--- src/rtl/hbpe_ram.sv ---
// generic single port ram with registered read
`default_nettype none

module hbpe_ram #(
   parameter int WIDTH = 8,
   parameter int DEPTH = 256
) (
   input  wire logic                     clock,
   input  wire logic                     wr_en,
   input  wire logic [$clog2(DEPTH)-1:0] addr,
   input  wire logic [WIDTH-1:0]         wr_data,
   output logic      [WIDTH-1:0]         rd_data
);

   logic [WIDTH-1:0] mem [DEPTH];

   always_ff @(posedge clock) begin
      if (wr_en) begin
         mem[addr] <= wr_data;
      end
      rd_data <= mem[addr];
   end

endmodule

`default_nettype wire

--- config.mk ---
export PLATFORM = sky130hd
export DESIGN_NAME = hbpe_ram
export DESIGN_NICKNAME = d
export VERILOG_FILES = /design/src/rtl/hbpe_ram.sv
export SDC_FILE = /design/constraint.sdc
export NUM_CORES = 2
export LEC_CHECK = 0
export BUFFER_PORTS_ARGS = -buffer_cell sky130_fd_sc_hd__buf_4
export CELL_PAD_IN_SITES_DETAIL_PLACEMENT = 1
export CELL_PAD_IN_SITES_GLOBAL_PLACEMENT = 2
export CORE_MARGIN = 2
export CORE_UTILIZATION = 46
export CTS_BUF_LIST = sky130_fd_sc_hd__clkbuf_4 sky130_fd_sc_hd__clkbuf_8 sky130_fd_sc_hd__clkbuf_16
export DETAILED_ROUTE_END_ITERATION = 7
export MAX_ROUTING_LAYER = met4
export PLACE_DENSITY_LB_ADDON = 0.3
export SLEW_MARGIN = 20
export SYNTH_ARGS = -nofsm -noshare
export SYNTH_HDL_FRONTEND = slang
export SYNTH_SLANG_ARGS = --single-unit
--- constraint.sdc ---
create_clock -name clock -period 2.8 [get_ports clock]
set_clock_uncertainty 0.15 [all_clocks]
set_input_delay 0.28 -clock clock [delete_from_list [all_inputs] [get_ports clock]]
set_output_delay 0.28 -clock clock [all_outputs]
set_load 0.1 [all_outputs]
==> out/metrics.csv <==
metric,value,unit
outcome,"finished, final reports clean",
p_switching,13900,uW
timing_worst_setup_path_type,reg2reg,
crit_chain,mux4_2 > a22oi_1 > a21oi_1 > o41ai_2 > buf_4 > nand4_1,
die_x,417,um
grt_max_degree,100,
synth_area_leader_cell,edfxtp_1,
critPathArrivalTime,3.33,ns
numCtsBuffers,203,
post-route-period-util,98.2,%
worstSkewPairLatency,0.86,ns
mappedNetlistArea,0.0785,mm2
cts_setup_buffers,0,
syn-num-nets,3565,
dieArea,0.174,mm2
slew_viol_final,0,
p_int,50400,uW
root_buffer,clkbuf_16,
period_needed,2.75,ns
final_area,0.0928,mm2
critical_path.max_fanout,1,
ant_nets,0,
hp-start,addr[6],
dp_hpwl,132000,um
crit_path_start_kind,flip-flop,
clk_path_buf_depth,3,
setup-violations-final,0,
crit_path_max_incr_delay,0.80,ns
drive_gt1_share,34.0,%
grt_pass1_vias,42200,
p_per_area,693,mW/mm2
switching_share,21.7,%
htreeDepth,4,
max_freq,0.364,GHz
critical_path.endpoint_type,flip-flop,
synth-seq-cells,2056,
routed_wl,210000,um
portBuffers,25,
cp-startpoint,mem[191][5],
tritoncts,yes,
critPathSlowestCell,o41ai_2,
drt_iter0_markers,4399,
vias,39800,
cp_data_required_time,3.38,ns
grt_pass1_wl,306000,um
crit_family,compound AO/OA/AOI/OAI gates,
syn_to_final_growth,18.2,%
synthDistinctLibCells,22,
dp.cells,6147,
placed_area,0.0861,mm2
rsz0062_at_grt,false,
synth_top_cell_area_share,78.3,%
grt.total_usage,25.3,%
pre_cts_ws,-0.762,ns
dieHeight,417,um
antenna_found_initial,4,
place.gp.congestion,0.837,
syn_avg_cell_area,22.1,um2
worstMarginPinSlew,0.942,ns
finalHoldViolations,0,
ir_drop,0.674,mV
routedWlPerCell,32.1,um
hold_path.class,in2reg,
setup_slack,0.0514,ns
start_util,46.3,%
grt.overflow.total,0,
io_pins,26,
final_common_cell,edfxtp_1,
rows,151,
reg2reg_from,mem[191][5],
route.detailed.drc,0,
p_leak,0.0295,uW
synth-seq-area-share,78.6,%
vias_per_cell,6.08,
timing.hold.ws,0.0812,ns
max-slew-margin-rel,37.0,%
yosysWarnings,0,
n_fill_cell,14500,
dr.pass1.iters,5,
clock-sinks,2056,
combPwrFrac,5.3,%
max_cap_viol_count,0,
nNetsFinal,4163,
synth_area_leaders,"edfxtp_1, mux4_2, a22oi_1, nor2_1, a21oi_1",
crit_buf_inv,1,
p_clk_share,41.8,%
netlist_instances,3547,
final_cell_mix,"edfxtp_1, buf_4, mux4_2",
pwr-share-seq,52.9,%
clk_pin_slew,0.06,ns
core,0.169,mm2
layout.cells.non_filler,6534,
[registers in the layout, indices dropped and copies added (netlist names)]
signal,count
rd_data,8
mem,2048
[worst register-to-register path: cells and delay by family (launching register included)]
kind | cells | cell delay, ns
AOI/OAI and AO/OA | 3 | 1.29
buffers and inverters | 1 | 0.24
DFF | 1 | 0.37
muxes | 1 | 0.52
and+or+nand+nor | 1 | 0.06
[layout make-up]
type	count	area [um2]	area share (%)
Multi-Input combinational cell	1258	15800	17.1
Tap cell	2218	2780	2.99
Sequential cell	2056	61700	66.4
Antenna cell	5	12.5	0.0135
Clock inverter	123	1140	1.23
Timing Repair Buffer	625	5930	6.39
Inverter	1	3.75	0.00404
Clock buffer	248	5440	5.86
[metrics by stage]
step           TNS [ns]  total power [uW]  util [%]
2_1_floorplan         0             36200         -
3_3_place_gp      -5.04             38000      50.8
3_5_place_dp      -5.47             38100      50.8
4_1_cts               0             64800      54.8
5_1_grt               0             65900      54.8
6_report              0             64300      54.8
[kinds of logic after synthesis]
kind of cell           count (synthesis)  share of synthesized area, %
buffers and inverters                233                          1.40
flip-flops                          2056                          78.6
AND/OR/NAND/NOR                      330                          1.73
AO/OA/AOI/OAI                        416                          3.62
multiplexers                         512                          14.7
[routing by layer]
layer / GRT usage (%) / up-vias / routed length (um)
met5: - / - / 0
met1: 34.2 / 21600 / 84900
li1: - / 16300 / -
met4: 7.39 / 0 / 6030
met2: 40.1 / 1554 / 104000
met3: 4.00 / 314 / 14800
[synthesized netlist by cell type]
cell and instances:
a22oi_1 256, o41ai_1 32, nor2_1 232, mux4_2 512
nand2b_1 6, nand4_1 8, nand2_1 28, buf_4 16
nor3_1 30, inv_1 1, a21oi_1 128, edfxtp_1 2048
and2_1 3, clkbuf_1 145, nor2b_1 7, dfxtp_1 8
or2_2 2, buf_2 36, buf_1 19, nand3_1 13
or3_1 1, buf_6 16
[repair_timing]
item / in CTS / in global routing
endpoints found under the hold margin: 1348 / 0
gates resized for setup: 6 / 1
hold buffers: 11 / 0
endpoints found under the setup margin: 5 / 1
pin swaps: 0 / 0
[power by group through the flow]
stage / clock network (uW) / registers, uW / logic [uW]
after global placement: 0 / 34600 / 3370
final: 26900 / 34000 / 3430
after CTS: 27300 / 34000 / 3470
after floorplan: 0 / 34700 / 1510
after detailed placement: 0 / 34600 / 3440
after global routing: 28300 / 34000 / 3620
[worst paths after layout]
kind | slack [ns] | depth (start not counted) | end
setup reg to reg | 0.05 | 6 | rd_data[5]
hold reg to reg | 0.85 | 5 | rd_data[3]
hold / removal | 0.08 | 6 | rd_data[3]
setup / recovery | 0.05 | 6 | rd_data[5]
Power figures use the tool's default switching activity.
